### src/rtl/rcfd_pkg.sv
`default_nettype none

package rcfd_pkg;

  // Frame layout
  localparam int FRAME_LEN = 18;
  localparam int LAST_IDX  = FRAME_LEN - 1;
  localparam int BYTE_W    = 8;
  localparam int CNT_W     = $clog2(FRAME_LEN);

  // Channel decode
  localparam int RAW_W      = 11;
  localparam int RAW_OFFSET = 1024;
  localparam int CH_W       = 11;
  localparam int CALC_W     = CH_W + 1;
  localparam int LIMIT_W    = 10;
  localparam logic [LIMIT_W-1:0] LIMIT_RESET = 10'd660;

  // Mouse speed window
  localparam int WINDOW_LENGTH = 8;
  localparam int SLOT_W        = (WINDOW_LENGTH > 1) ? $clog2(WINDOW_LENGTH) : 1;
  localparam int SPEED_W       = 16;
  localparam int SUM_W         = 19;
  localparam int EXT_W         = SUM_W - SPEED_W;

  // Result packing
  localparam int FIELD_W = 4 * CH_W + 2 + 2 + SPEED_W + 18 + CH_W + 2 * SUM_W;
  localparam int OUT_W   = ((FIELD_W + 7) / 8) * 8;
  localparam int PAD_W   = OUT_W - FIELD_W;

  // Byte LAST_IDX is the byte of the current transaction
  typedef logic [FRAME_LEN-1:0][BYTE_W-1:0] frame_t;

  typedef struct packed {
    logic   done;
    frame_t bytes;
  } frame_evt_t;

  typedef struct packed {
    logic signed [SUM_W-1:0] x;
    logic signed [SUM_W-1:0] y;
  } sums_t;

  // Lowest field in the lowest bits
  typedef struct packed {
    logic        [PAD_W-1:0]   pad;
    logic signed [SUM_W-1:0]   mouse_y_window_sum;
    logic signed [SUM_W-1:0]   mouse_x_window_sum;
    logic signed [CH_W-1:0]    thumbwheel;
    logic        [17:0]        buttons_and_keys;
    logic signed [SPEED_W-1:0] mouse_z;
    logic        [1:0]         switch_right;
    logic        [1:0]         switch_left;
    logic signed [CH_W-1:0]    stick_ch3;
    logic signed [CH_W-1:0]    stick_ch2;
    logic signed [CH_W-1:0]    stick_ch1;
    logic signed [CH_W-1:0]    stick_ch0;
  } result_t;

  // Center a raw channel on zero and clamp it to +/- lim
  function automatic logic signed [CH_W-1:0] clamp_ch(input logic [RAW_W-1:0] raw,
                                                      input logic [LIMIT_W-1:0] lim);
    logic signed [CALC_W-1:0] v;
    logic signed [CALC_W-1:0] hi;
    logic signed [CALC_W-1:0] lo;
    v  = $signed({1'b0, raw}) - $signed(CALC_W'(RAW_OFFSET));
    hi = $signed(CALC_W'(lim));
    lo = -hi;
    if (v > hi) begin
      v = hi;
    end else if (v < lo) begin
      v = lo;
    end
    return v[CH_W-1:0];
  endfunction

endpackage

`default_nettype wire

### src/rtl/rcfd_collect.sv
`default_nettype none

module rcfd_collect (
  input  wire                          clk_i,
  input  wire                          rst_ni,
  input  wire                          step_i,
  input  wire [rcfd_pkg::BYTE_W-1:0]   byte_i,
  input  wire                          start_i,
  output rcfd_pkg::frame_evt_t         evt_o
);

  logic [rcfd_pkg::CNT_W-1:0] cnt_q;
  logic [rcfd_pkg::CNT_W-1:0] cnt_d;
  logic [rcfd_pkg::LAST_IDX-1:0][rcfd_pkg::BYTE_W-1:0] bytes_q;
  logic collecting;
  logic at_last;

  assign collecting = (cnt_q != '0) && (cnt_q < rcfd_pkg::CNT_W'(rcfd_pkg::LAST_IDX));
  assign at_last    = (cnt_q == rcfd_pkg::CNT_W'(rcfd_pkg::LAST_IDX));

  // Start always restarts; last byte closes the frame and goes idle
  always_comb begin
    cnt_d = cnt_q;
    if (step_i) begin
      if (start_i) begin
        cnt_d = rcfd_pkg::CNT_W'(1);
      end else if (collecting) begin
        cnt_d = cnt_q + 1'b1;
      end else if (at_last) begin
        cnt_d = '0;
      end
    end
  end

  always_ff @(posedge clk_i or negedge rst_ni) begin
    if (!rst_ni) begin
      cnt_q <= '0;
    end else begin
      cnt_q <= cnt_d;
    end
  end

  // Store bytes 0 through LAST_IDX-1
  always_ff @(posedge clk_i) begin
    if (step_i && start_i) begin
      bytes_q[0] <= byte_i;
    end else if (step_i && collecting) begin
      bytes_q[cnt_q] <= byte_i;
    end
  end

  assign evt_o.done  = step_i && !start_i && at_last;
  assign evt_o.bytes = {byte_i, bytes_q};

endmodule

`default_nettype wire

### src/rtl/rcfd_window.sv
`default_nettype none

module rcfd_window (
  input  wire                                clk_i,
  input  wire                                rst_ni,
  input  wire                                done_i,
  input  wire signed [rcfd_pkg::SPEED_W-1:0] vx_i,
  input  wire signed [rcfd_pkg::SPEED_W-1:0] vy_i,
  output rcfd_pkg::sums_t                    sums_o
);

  logic signed [rcfd_pkg::SPEED_W-1:0] hist_x_q [rcfd_pkg::WINDOW_LENGTH];
  logic signed [rcfd_pkg::SPEED_W-1:0] hist_y_q [rcfd_pkg::WINDOW_LENGTH];
  logic [rcfd_pkg::SLOT_W-1:0] slot_q;
  logic [rcfd_pkg::SLOT_W-1:0] slot_d;
  logic signed [rcfd_pkg::SUM_W-1:0] x_q, y_q, x_d, y_d;
  logic signed [rcfd_pkg::SPEED_W-1:0] old_x, old_y;

  assign old_x = hist_x_q[slot_q];
  assign old_y = hist_y_q[slot_q];

  // Drop the oldest speed, add the newest
  assign x_d = x_q - {{rcfd_pkg::EXT_W{old_x[rcfd_pkg::SPEED_W-1]}}, old_x}
                   + {{rcfd_pkg::EXT_W{vx_i[rcfd_pkg::SPEED_W-1]}}, vx_i};
  assign y_d = y_q - {{rcfd_pkg::EXT_W{old_y[rcfd_pkg::SPEED_W-1]}}, old_y}
                   + {{rcfd_pkg::EXT_W{vy_i[rcfd_pkg::SPEED_W-1]}}, vy_i};

  assign slot_d = (slot_q == rcfd_pkg::SLOT_W'(rcfd_pkg::WINDOW_LENGTH - 1)) ?
                  '0 : slot_q + 1'b1;

  always_ff @(posedge clk_i or negedge rst_ni) begin
    if (!rst_ni) begin
      slot_q <= '0;
      x_q    <= '0;
      y_q    <= '0;
      for (int i = 0; i < rcfd_pkg::WINDOW_LENGTH; i++) begin
        hist_x_q[i] <= '0;
        hist_y_q[i] <= '0;
      end
    end else if (done_i) begin
      slot_q           <= slot_d;
      x_q              <= x_d;
      y_q              <= y_d;
      hist_x_q[slot_q] <= vx_i;
      hist_y_q[slot_q] <= vy_i;
    end
  end

  assign sums_o.x = x_d;
  assign sums_o.y = y_d;

endmodule

`default_nettype wire

### src/rtl/rcfd_decode.sv
`default_nettype none

module rcfd_decode (
  input  rcfd_pkg::frame_t                  frame_i,
  input  wire [rcfd_pkg::LIMIT_W-1:0]       limit_i,
  input  rcfd_pkg::sums_t                   sums_i,
  output rcfd_pkg::result_t                 result_o
);

  logic [rcfd_pkg::RAW_W-1:0] raw0, raw1, raw2, raw3, raw_thumb;

  // Unpack the 11-bit channels, least significant bits first
  assign raw0      = {frame_i[1][2:0], frame_i[0]};
  assign raw1      = {frame_i[2][5:0], frame_i[1][7:3]};
  assign raw2      = {frame_i[4][0], frame_i[3], frame_i[2][7:6]};
  assign raw3      = {frame_i[5][3:0], frame_i[4][7:1]};
  assign raw_thumb = {frame_i[17][2:0], frame_i[16]};

  always_comb begin
    result_o                    = '0;
    result_o.stick_ch0          = rcfd_pkg::clamp_ch(raw0, limit_i);
    result_o.stick_ch1          = rcfd_pkg::clamp_ch(raw1, limit_i);
    result_o.stick_ch2          = rcfd_pkg::clamp_ch(raw2, limit_i);
    result_o.stick_ch3          = rcfd_pkg::clamp_ch(raw3, limit_i);
    result_o.switch_left        = frame_i[5][7:6];
    result_o.switch_right       = frame_i[5][5:4];
    result_o.mouse_z            = {frame_i[11], frame_i[10]};
    result_o.buttons_and_keys   = {frame_i[13][0], frame_i[12][0], frame_i[15], frame_i[14]};
    result_o.thumbwheel         = rcfd_pkg::clamp_ch(raw_thumb, limit_i);
    result_o.mouse_x_window_sum = sums_i.x;
    result_o.mouse_y_window_sum = sums_i.y;
  end

endmodule

`default_nettype wire

### src/rtl/rc_frame_decoder_with_mouse_average.sv
// Channel   Direction  Handshake                  Payload
// s_axis    in         s_axis_tvalid/tready       tdata: data_byte; tuser: frame_start
// m_axis    out        m_axis_tvalid/tready       tdata: one decoded frame
// cfg       in         cfg_valid/cfg_ready        cfg_data: channel_limit
//
// One byte per cycle in while m_axis is not stalled; an accepted byte passes
// through the input register and then the result register to m_axis.
// The byte counter, window history, sums and limit reset asynchronously on rst_ni.
// A stalled result holds the pipeline; the input register keeps taking a byte
// whenever it is empty or moving on, so a bubble-free stream runs at full rate.
`default_nettype none

module rc_frame_decoder_with_mouse_average (
  input  wire                                clk_i,
  input  wire                                rst_ni,
  input  wire                                s_axis_tvalid_i,
  output logic                               s_axis_tready_o,
  input  wire [rcfd_pkg::BYTE_W-1:0]         s_axis_tdata_i,  // [7:0] data_byte
  input  wire                                s_axis_tuser_i,  // [0] frame_start
  output logic                               m_axis_tvalid_o,
  input  wire                                m_axis_tready_i,
  // [10:0] stick_ch0, [21:11] stick_ch1, [32:22] stick_ch2, [43:33] stick_ch3,
  // [45:44] switch_left, [47:46] switch_right, [63:48] mouse_z,
  // [81:64] buttons_and_keys, [92:82] thumbwheel, [111:93] mouse_x_window_sum,
  // [130:112] mouse_y_window_sum, [135:131] zero
  output logic [rcfd_pkg::OUT_W-1:0]         m_axis_tdata_o,
  input  wire                                cfg_valid_i,
  output logic                               cfg_ready_o,
  input  wire [rcfd_pkg::LIMIT_W-1:0]        cfg_data_i
);

  logic                        in_valid_q, in_valid_d;
  logic [rcfd_pkg::BYTE_W-1:0] in_byte_q;
  logic                        in_start_q;
  logic                        out_valid_q, out_valid_d;
  rcfd_pkg::result_t           out_q;
  logic [rcfd_pkg::LIMIT_W-1:0] limit_q;
  logic                        advance;
  logic                        step;
  rcfd_pkg::frame_evt_t        evt;
  rcfd_pkg::sums_t             sums;
  rcfd_pkg::result_t           result;

  // Move on whenever the result register is free or being drained
  assign advance         = !out_valid_q || m_axis_tready_i;
  assign step            = in_valid_q && advance;
  assign s_axis_tready_o = !in_valid_q || advance;
  assign cfg_ready_o     = 1'b1;

  assign in_valid_d  = s_axis_tready_o ? s_axis_tvalid_i : in_valid_q;
  assign out_valid_d = advance ? evt.done : out_valid_q;

  always_ff @(posedge clk_i or negedge rst_ni) begin
    if (!rst_ni) begin
      in_valid_q  <= 1'b0;
      out_valid_q <= 1'b0;
      limit_q     <= rcfd_pkg::LIMIT_RESET;
    end else begin
      in_valid_q  <= in_valid_d;
      out_valid_q <= out_valid_d;
      if (cfg_valid_i) begin
        limit_q <= cfg_data_i;
      end
    end
  end

  // Capture the incoming transaction
  always_ff @(posedge clk_i) begin
    if (s_axis_tvalid_i && s_axis_tready_o) begin
      in_byte_q  <= s_axis_tdata_i;
      in_start_q <= s_axis_tuser_i;
    end
  end

  rcfd_collect u_collect (
    .clk_i   (clk_i),
    .rst_ni  (rst_ni),
    .step_i  (step),
    .byte_i  (in_byte_q),
    .start_i (in_start_q),
    .evt_o   (evt)
  );

  rcfd_window u_window (
    .clk_i  (clk_i),
    .rst_ni (rst_ni),
    .done_i (evt.done),
    .vx_i   ({evt.bytes[7], evt.bytes[6]}),
    .vy_i   ({evt.bytes[9], evt.bytes[8]}),
    .sums_o (sums)
  );

  rcfd_decode u_decode (
    .frame_i  (evt.bytes),
    .limit_i  (limit_q),
    .sums_i   (sums),
    .result_o (result)
  );

  // Load a finished frame into the result register
  always_ff @(posedge clk_i) begin
    if (evt.done) begin
      out_q <= result;
    end
  end

  assign m_axis_tvalid_o = out_valid_q;
  assign m_axis_tdata_o  = out_q;

endmodule

`default_nettype wire

### config.mk
export PLATFORM = sky130hd
export DESIGN_NAME = rc_frame_decoder_with_mouse_average
export DESIGN_NICKNAME = d
export VERILOG_FILES = /design/src/rtl/rcfd_pkg.sv /design/src/rtl/rcfd_collect.sv /design/src/rtl/rcfd_window.sv /design/src/rtl/rcfd_decode.sv /design/src/rtl/rc_frame_decoder_with_mouse_average.sv
export SDC_FILE = /design/constraint.sdc
export NUM_CORES = 1
export LEC_CHECK = 0
export ABC_CLOCK_PERIOD_IN_PS = 4200
export BUFFER_PORTS_ARGS = -buffer_cell sky130_fd_sc_hd__buf_4
export CAP_MARGIN = 20
export CORE_UTILIZATION = 50
export CTS_BUF_LIST = sky130_fd_sc_hd__clkbuf_4
export CTS_CLUSTER_SIZE = 30
export DETAILED_ROUTE_END_ITERATION = 10
export HOLD_SLACK_MARGIN = 0.1
export PLACE_DENSITY = 0.7
export SYNTH_ARGS = -nofsm -noshare
export SYNTH_HDL_FRONTEND = slang
export SYNTH_SLANG_ARGS = --single-unit
### constraint.sdc
create_clock -name clk_i -period 4.2 [get_ports clk_i]
set_clock_uncertainty 0.15 [all_clocks]
set_input_delay 0.42 -clock clk_i [delete_from_list [all_inputs] [get_ports clk_i]]
set_output_delay 0.42 -clock clk_i [all_outputs]
set_load 0.05 [all_outputs]
* Yosys cells after proc, flatten, opt, wreduce, memory -nomap -nowiden
Index checks and enable logic that the tools add are counted.
** Word-level totals
- Register bits after elaboration :: 590
- Bits of input ports :: 24
- Output and inout port bits :: 139
- Logic and storage cells :: 137
** Operators by class
- Add/subtract/negate cells :: 12
- Magnitude comparators :: 15
- Equal/unequal tests :: 2
- Multiplexer cells :: 29
- Bitwise logic cells :: 2
- Reduce and logical (&&, ||, !) cells :: 19
** Operators with widths (count)
- bitwise mux 128 bit :: 2
- bitwise mux 136 bit :: 1
- binary-select mux 16 bit (select 3 bit) :: 2
- two-way mux 16 bit :: 5
- greater-than comparator 12 x 11 -> 1 bit :: 5
- less-than comparator 12 bit :: 5
- subtractor 11 x 11 -> 12 bit (second input constant) :: 5
- two-way mux 11 bit :: 5
- two-way mux 10 bit :: 5
- demux 16 bit (select 3 bit) :: 1
- demux 8 bit (select 5 bit) :: 1
- adder 19 bit :: 2
- subtractor 19 bit :: 2
- two-way mux 8 bit :: 3
- two-way mux 5 bit :: 3
- negation 10 -> 12 bit :: 1
- logical AND 1 bit :: 9
- less-than comparator 5 x 6 -> 1 bit (second input constant) :: 1
- adder 5 x 1 -> 5 bit (second input constant) :: 1
- equality test 5 bit (second input constant) :: 1
- >= comparator 5 x 1 -> 1 bit (second input constant) :: 1
- less-than comparator 5 bit (second input constant) :: 1
- nonzero test 5 bit :: 1
- >= comparator 4 bit (second input constant) :: 1
- 11 further kinds :: 15

* Logic depth before layout (Yosys ltp)
Gate-level depths: netlist (run 1).
- Depth after elaboration :: 7
- Mapped depth :: 18
- Depth with buffers taken out :: 15

* Modules after synthesis
Synthesis (run 1) repeated with hierarchy kept, for this count alone.
** Second synthesis, totals
- Cell total of the unflattened synthesis :: 2494
- Area total of the unflattened synthesis :: 29963.7 sq um
** Modules (own cells, without submodules)
- rcfd_window :: times used 1, cells each 1455, area an instance 15681.3 sq um, seq. area each 7432.1 sq um
- rc_frame_decoder_with_mouse_average :: times used 1, cells each 176, area an instance 4870.9 sq um, seq. area each 4659.5 sq um
- rcfd_collect :: times used 1, cells each 220, area an instance 4779.6 sq um, seq. area each 4209.0 sq um
- rcfd_decode :: times used 1, cells each 643, area an instance 4631.9 sq um, seq. area each 0.0 sq um

* Worst setup path after synthesis (run 1)
Ideal clock, no wire load.
- Path type :: register -> register
- Start point :: reg u_window.slot_q[1] in the netlist's numbering
- End point :: reg out_q, in the netlist m_axis_tdata_o[130] (data pin)
- Library setup time :: 0.260 ns
- Arrival time :: 4.030 ns
- Data required time :: 3.790 ns
- Setup slack :: -0.240 ns
- Stages on the path, launching flop included :: 17
- Buffers on the path :: 3
- Clock period less this slack :: 4.440 ns
- Cell sequence :: dfrtp_1 clkbuf_1 nor3b_1 clkbuf_1 buf_1 a22oi_1 nand4_1 fa_1 inv_1 ha_1 and3_1 a221oi_2 o21ai_2 a211oi_2 mux2_2 nor2_1 xor2_1
** RTL lines
- start, declared :: RTL line rcfd_window.sv:14 : logic [rcfd_pkg::SLOT_W-1:0] slot_q;
- start signal, assigned :: RTL line rcfd_window.sv:41 : slot_q <= slot_d;
- end signal, assigned :: RTL line rc_frame_decoder_with_mouse_average.sv:103 : out_q <= result;
- end, declared :: RTL line rc_frame_decoder_with_mouse_average.sv:36 : rcfd_pkg::result_t out_q;

==> results.sh, run 1 <==
export IMPL_status="finished clean"
export IMPL_core_um2=55000
export IMPL_critical_path_endpoint_type="flip-flop"
export IMPL_grt_pass1_vias=20430
export IMPL_cts_sinks=576
export IMPL_die_area_um2=56600
export IMPL_die_height_um=238
export IMPL_peakVddDrop_mv=0.241
export IMPL_seq_area_frac_synth_pct=56.6
export IMPL_clock_path_buffers=3
export IMPL_cpMaxStageDelayCell="fa_1"
export IMPL_start_kind="flip-flop"
export IMPL_max_slew_margin_pct=22.4
export IMPL_totalWireLength_um=76100
export IMPL_worstPathCellList="buf_6 -> buf_4 -> nor3_4 -> a22o_1 -> a221oi_2 -> and3_4 -> fa_1 -> ha_4 -> and3_4 -> a221oi_4 -> o21ai_2 -> a211oi_2 -> mux2_4 -> nor2_4 -> xor2_1"
export IMPL_path_clk_slew_ps=60
export IMPL_hold_viol=0
export IMPL_setup_violations=0
export IMPL_worst_ep_arrival_time_ps=4680
export IMPL_worstSkewPairLatency_ps=1000
export IMPL_ioPinCount=163
export IMPL_drt_pass1_iter_count=7
export IMPL_synthTopCellsByCount="dfrtp_1, edfxtp_1, nand2_1, o21ai_0, inv_1"
export IMPL_grt_max_degree=103
export IMPL_numPortBuffers=156
export IMPL_num_rows=86
export IMPL_critical_path_required_ps=4770
export IMPL_area_growth_pct=21.2
export IMPL_max_freq_ghz=0.243
export IMPL_worstPathMaxFanout=7
export IMPL_grt_pass1_wl_um=117000
export IMPL_setup_tns_ps=0
export IMPL_leakage_nw=15.1
export IMPL_drcViolationCount=0
export IMPL_syn_avg_cell_area_um2=12.2
export IMPL_rsz0062_at_grt="yes"
export IMPL_yosys_warnings=0
export IMPL_synth_area_top_cells="edfxtp_1, dfrtp_1, ha_1"
export IMPL_num_vias=20167
export IMPL_synth_area_leader_cell="edfxtp_1"
export IMPL_min_period_ps=4110
export IMPL_drive_gt1_share_pct=27.4
export IMPL_cts_root_buf="clkbuf_4"
export IMPL_slowest_delay_ps=550
export IMPL_antenna_found_initial=2
export IMPL_synth_edf_count=262
export IMPL_wl_per_cell_um=21.4
export IMPL_initial_core_util_pct=50.6
export IMPL_cts_max_level=4
export IMPL_die_w_um=238
export IMPL_maxSlewViolCount=0
export IMPL_cap_viol_max_count=0
export IMPL_p_per_area_nw_per_um2=370
export IMPL_ant_nets=0
export IMPL_async_reset_ff_share_pct=54.5
export IMPL_holdCritPathClass="reg -> reg"
export IMPL_via_per_inst=5.66
export IMPL_place_congestion=0.917
export IMPL_numCtsBuffers=153
export IMPL_netlist_cell_type_count=82
export IMPL_worst_pin_slew_ps=1160
export IMPL_synth_cells=2283
export IMPL_grt_usage_pct=27.4
export IMPL_overflow=0
export IMPL_post_route_util_pct=61.3
export IMPL_nets=2916
export IMPL_worst_setup_path_type="reg -> reg"
export IMPL_synthFlopType="dfrtp_1"
export IMPL_yosys_area_top_type_share_pct=28.3
export IMPL_fin_crit_sh_pct=97.8
export IMPL_dp_hpwl_um=50500
export IMPL_crit_top_cell="and3_4"
export IMPL_cts_tree="built"
export IMPL_yosysMostFrequentCell="dfrtp_1"
export IMPL_drtIter0Drc=1577
export IMPL_synth_seq_cells=576
export IMPL_netlist_area_um2=27800
-- cell usage in the layout, fill, tap and decap left out, types with 34 or more instances in the layout --
cell and instances:
fa_1 34, nor2_1 48, a21oi_1 76, dlygate4sd3_1 66, dfrtp_1 308, a22oi_1 115
mux2_2 127, nand2_1 217, nand4_1 52, edfxtp_1 262, inv_1 169, o21ai_0 185
ha_1 149, clkbuf_4 232, mux2i_1 45, buf_4 287
-- path summary, 6_finish.rpt --
check                                                from                              to  slack [ps]  cells after the start
max                        u_window.slot_q[0]$_DFFE_PN0P_   m_axis_tdata_o[130]$_DFFE_PP_          90                     15
min                         u_collect.evt_o[88]$_DFFE_PP_    m_axis_tdata_o[56]$_DFFE_PP_         260                      0
max reg2reg                u_window.slot_q[0]$_DFFE_PN0P_   m_axis_tdata_o[130]$_DFFE_PP_          90                     15
min reg2reg                 u_collect.evt_o[88]$_DFFE_PP_    m_axis_tdata_o[56]$_DFFE_PP_         260                      0
max in group asynchronous                          rst_ni  u_window.slot_q[1]$_DFFE_PN0P_        2840                      4
min in group asynchronous                          rst_ni          limit_q[2]$_DFFE_PN1P_         480                      3
-- layer usage --
metal / up-vias / track usage (%) / part of all wire, %
li1: 9189 / - / -
met1: 10003 / 35.5 / 42
met2: 770 / 43.8 / 48
met3: 205 / 6.66 / 6.5
met4: 0 / 12.3 / 3.7
met5: - / 0 / 0
-- report_power, final --
| part | switching (W) | leakage, nW | internal (W) | total [W] |
|---|---|---|---|---|
| Clock | 0.00232 | 1.21 | 0.00288 | 0.00520 |
| Sequential | 0.000117 | 6.61 | 0.00601 | 0.00612 |
| Combinational | 0.000719 | 7.29 | 0.000450 | 0.00117 |
-- final cells by class --
cell class | instances | area [um^2]
clock inverter | 33 | 299
clock buffer | 232 | 1740
tap | 748 | 936
antenna | 2 | 5.00
timing repair buffer | 378 | 3220
sequential | 576 | 15700
multi-input combinational | 1420 | 11100
fill | 4269 | 21300
inverter | 175 | 664
-- metrics by stage --
stage          power (W)  setup slack [ps]  hold slack (ps)  std cells  area, um^2
4_1_cts           0.0126              7.98              256       3546       33300
3_5_place_dp     0.00731              -149              255       3207       30500
5_1_grt           0.0130             -77.7              250       3564       33700
3_3_place_gp     0.00727             -44.9              251       3207       30500
6_report          0.0125              93.0              259       3564       33700
2_1_floorplan    0.00684              4.18            -25.6       2287       27900
-- state kept, by name, summed over array words and instances (netlist names), 3 cells and up --
name,flops
limit_q,10
u_collect.cnt_q,5
u_window.hist_y_q,128
m_axis_tdata_o,131
u_window.slot_q,3
u_window.x_q,19
u_window.y_q,19
u_collect.evt_o,122
in_byte_q,8
u_window.hist_x_q,128
-- logic make-up (layout without fill, tap and decap cells) --
family                   count (synthesis)  after routing  synth area share (%)
buffers and inverters                  291            818                  4.58
adder cells (fa/ha/maj)                188            188                  9.43
AO/OA/AOI/OAI                          530            530                  12.1
other                                    2              8                0.0270
XOR/XNOR                                42             42                  1.32
flip-flops                             576            576                  56.6
multiplexers                           205            205                  8.09
AND/OR/NAND/NOR                        449            449                  7.86
-- critical path: cells and delay by family, from the launching register on --
kind | cells | cell delay (ps)
AO/OA/AOI/OAI | 5 | 980
XOR/XNOR | 1 | 60
adder cells (fa/ha/maj) | 2 | 770
buffers and inverters | 2 | 300
flip-flops | 1 | 420
multiplexers | 1 | 360
AND/OR/NAND/NOR | 4 | 810
-- what timing repair did --
action / in CTS / in global routing
resized for setup: 6 / 69
setup buffers: 7 / 17
gates cloned: 0 / 0
hold endpoints to repair: 357 / 0
hold buffers: 67 / 0
pin swaps: 4 / 38
endpoints found under the setup margin: 18 / 58
Note: power is estimated with default switching activity, not from simulation.
==> run 2, diff against run 1 <==
Settings changed: PLACE_DENSITY 0.7 to unset, PLACE_DENSITY_LB_ADDON set to 0.2.
==> results.sh, run 2 (same netlist as run 1, synthesis figures left out) <==
export IMPL_postPlaceCellArea_um2=30600
export IMPL_clock_path_buffers=3
export IMPL_whs_path_depth=0
export IMPL_holdCritPathClass="reg -> reg"
export IMPL_cts_root_buf="clkbuf_4"
export IMPL_max_slew_margin_pct=38.9
export IMPL_post_route_util_pct=61.1
export IMPL_place_congestion=0.925
export IMPL_final_common_cell="dfrtp_1"
export IMPL_totalWireLength_um=74100
export IMPL_ant_nets=0
export IMPL_drive_gt1_share_pct=27.1
export IMPL_nets=2917
export IMPL_peakVddDrop_mv=0.314
export IMPL_antenna_found_initial=2
export IMPL_design_area_um2=33600
export IMPL_initial_core_util_pct=50.6
export IMPL_r2r_end="m_axis_tdata_o[130]$_DFFE_PP_"
export IMPL_numCtsBuffers=154
export IMPL_critical_path_required_ps=4800
export IMPL_num_vias=20011
export IMPL_cap_viol_max_count=0
export IMPL_worstSkewPairLatency_ps=1030
export IMPL_leakage_nw=15.1
export IMPL_num_rows=86
export IMPL_setup_violations=0
export IMPL_worstHoldEndpoint="m_axis_tdata_o[81]$_DFFE_PP_"
export IMPL_min_period_ps=4130
export IMPL_die_height_um=238
export IMPL_cts_tree="built"
export IMPL_worstHoldStart="u_collect.evt_o[104]$_DFFE_PP_"
export IMPL_overflow=0
export IMPL_area_growth_pct=20.9
export IMPL_core_um2=55000
export IMPL_grt_pass1_vias=20346
export IMPL_grt_pass1_wl_um=114000
export IMPL_via_per_inst=5.59
export IMPL_path_clk_slew_ps=80
export IMPL_max_freq_ghz=0.242
export IMPL_dp_hpwl_um=49600
export IMPL_worst_pin_slew_ps=917
export IMPL_largest_register_ffs=131
export IMPL_grt_usage_pct=26.7
export IMPL_final_cell_mix="dfrtp_1, buf_4, edfxtp_1"
export IMPL_r2r_slack_ps=70
export IMPL_fin_crit_sh_pct=98.2
export IMPL_worstPathMaxFanout=9
export IMPL_cts_sinks=576
export IMPL_numPortBuffers=156
export IMPL_die_area_um2=56600
export IMPL_drtIter0Drc=1608
export IMPL_die_w_um=238
export IMPL_worst_setup_path_type="reg -> reg"
export IMPL_maxSlewViolCount=0
export IMPL_grt_max_degree=101
export IMPL_r2r_cells=15
export IMPL_critical_path_endpoint_type="flip-flop"
export IMPL_wl_per_cell_um=20.7
export IMPL_hold_viol=0
export IMPL_status="finished clean"
export IMPL_cts_max_level=4
export IMPL_total_power_w=0.0123
export IMPL_ioPinCount=163
export IMPL_p_per_area_nw_per_um2=366
export IMPL_start_kind="flip-flop"
export IMPL_drt_pass1_iter_count=5
export IMPL_drcViolationCount=0
export IMPL_rsz0062_at_grt="yes"
export IMPL_rr_startpoint="u_window.slot_q[1]$_DFFE_PN0P_"
export IMPL_worst_ep_arrival_time_ps=4730
[run 2: cell count changes in the layout (fill, tap and decap cells not counted), sizes merged]
cell      delta
diode        +6
inv          +2
clkinvlp     +3
nor3b        +1
buf          -1
clkinv       +8
bufinv       -4
[run 2: cell type report]
cell class              count  area [um^2]
well taps                 748          936
repair buffers            377         3190
clock inverters            42          254
flip-flops and latches    576        15700
clock buffers             232         1740
multi-input cells        1421        11100
inverters                 175          664
diodes                      8         20.0
fillers                  4436        21400
[run 2: how the worst max path moves through the flow]
stage | from | endpoint | slack [ps] | cells past startpoint
floorplan | u_window.slot_q[1]$_DFFE_PN0P_ | m_axis_tdata_o[130]$_DFFE_PP_ | 4 | 18
finish | u_window.slot_q[1]$_DFFE_PN0P_ | m_axis_tdata_o[130]$_DFFE_PP_ | 70 | 15
CTS | u_window.slot_q[0]$_DFFE_PN0P_ | m_axis_tdata_o[130]$_DFFE_PP_ | 10 | 15
global placement | u_window.slot_q[2]$_DFFE_PN0P_ | m_axis_tdata_o[130]$_DFFE_PP_ | -60 | 15
detailed placement | u_window.slot_q[2]$_DFFE_PN0P_ | m_axis_tdata_o[111]$_DFFE_PP_ | -180 | 13
global route | u_window.slot_q[2]$_DFFE_PN0P_ | m_axis_tdata_o[130]$_DFFE_PP_ | -60 | 16
[run 2: report_power, final]
group / internal [W] / switching [W] / total, W
Combinational: 0.000467 / 0.000706 / 0.00117
Clock: 0.00265 / 0.00237 / 0.00502
Sequential: 0.00601 / 0.000111 / 0.00612
Total: 0.00913 / 0.00319 / 0.0123
[run 2: through the flow]
step           hold slack, ps  TNS (ps)  worst slack (ps)  cells
2_1_floorplan           -25.6         0              4.18   2287
3_3_place_gp              251      -184             -63.9   3215
3_5_place_dp              255     -1300              -184   3216
4_1_cts                   260         0              13.9   3557
5_1_grt                   273      -164             -61.7   3574
6_report                  252         0              73.9   3579
[run 2: critical path, stage by stage, from the launching register on]
cell and delay, ps:
dfrtp_2 440, and3b_2 260, buf_12 150, buf_4 170, a22oi_1 190, nand4_1 230
fa_1 540, inv_1 40, ha_1 290, and3_1 180, a221oi_4 330, o21ai_2 100
a211oi_2 300, mux2_4 350, nor2_2 100, xor2_1 70
[run 2: per-layer routing]
layer	up-vias	wire length [um]	track usage, %
met5	-	0	0
met4	0	2790	12.5
met3	196	4660	5.83
met2	751	35500	42.9
met1	9863	31100	34.5
li1	9201	-	-
[run 2: repair_timing]
action                                  in CTS  in global routing
setup buffers                                0                 11
endpoints found under the hold margin      353                  0
gates resized for setup                      8                 40
gates cloned                                 0                  3
endpoints found under the setup margin      18                 55
hold buffers                                67                  0
pin swaps                                    2                 20
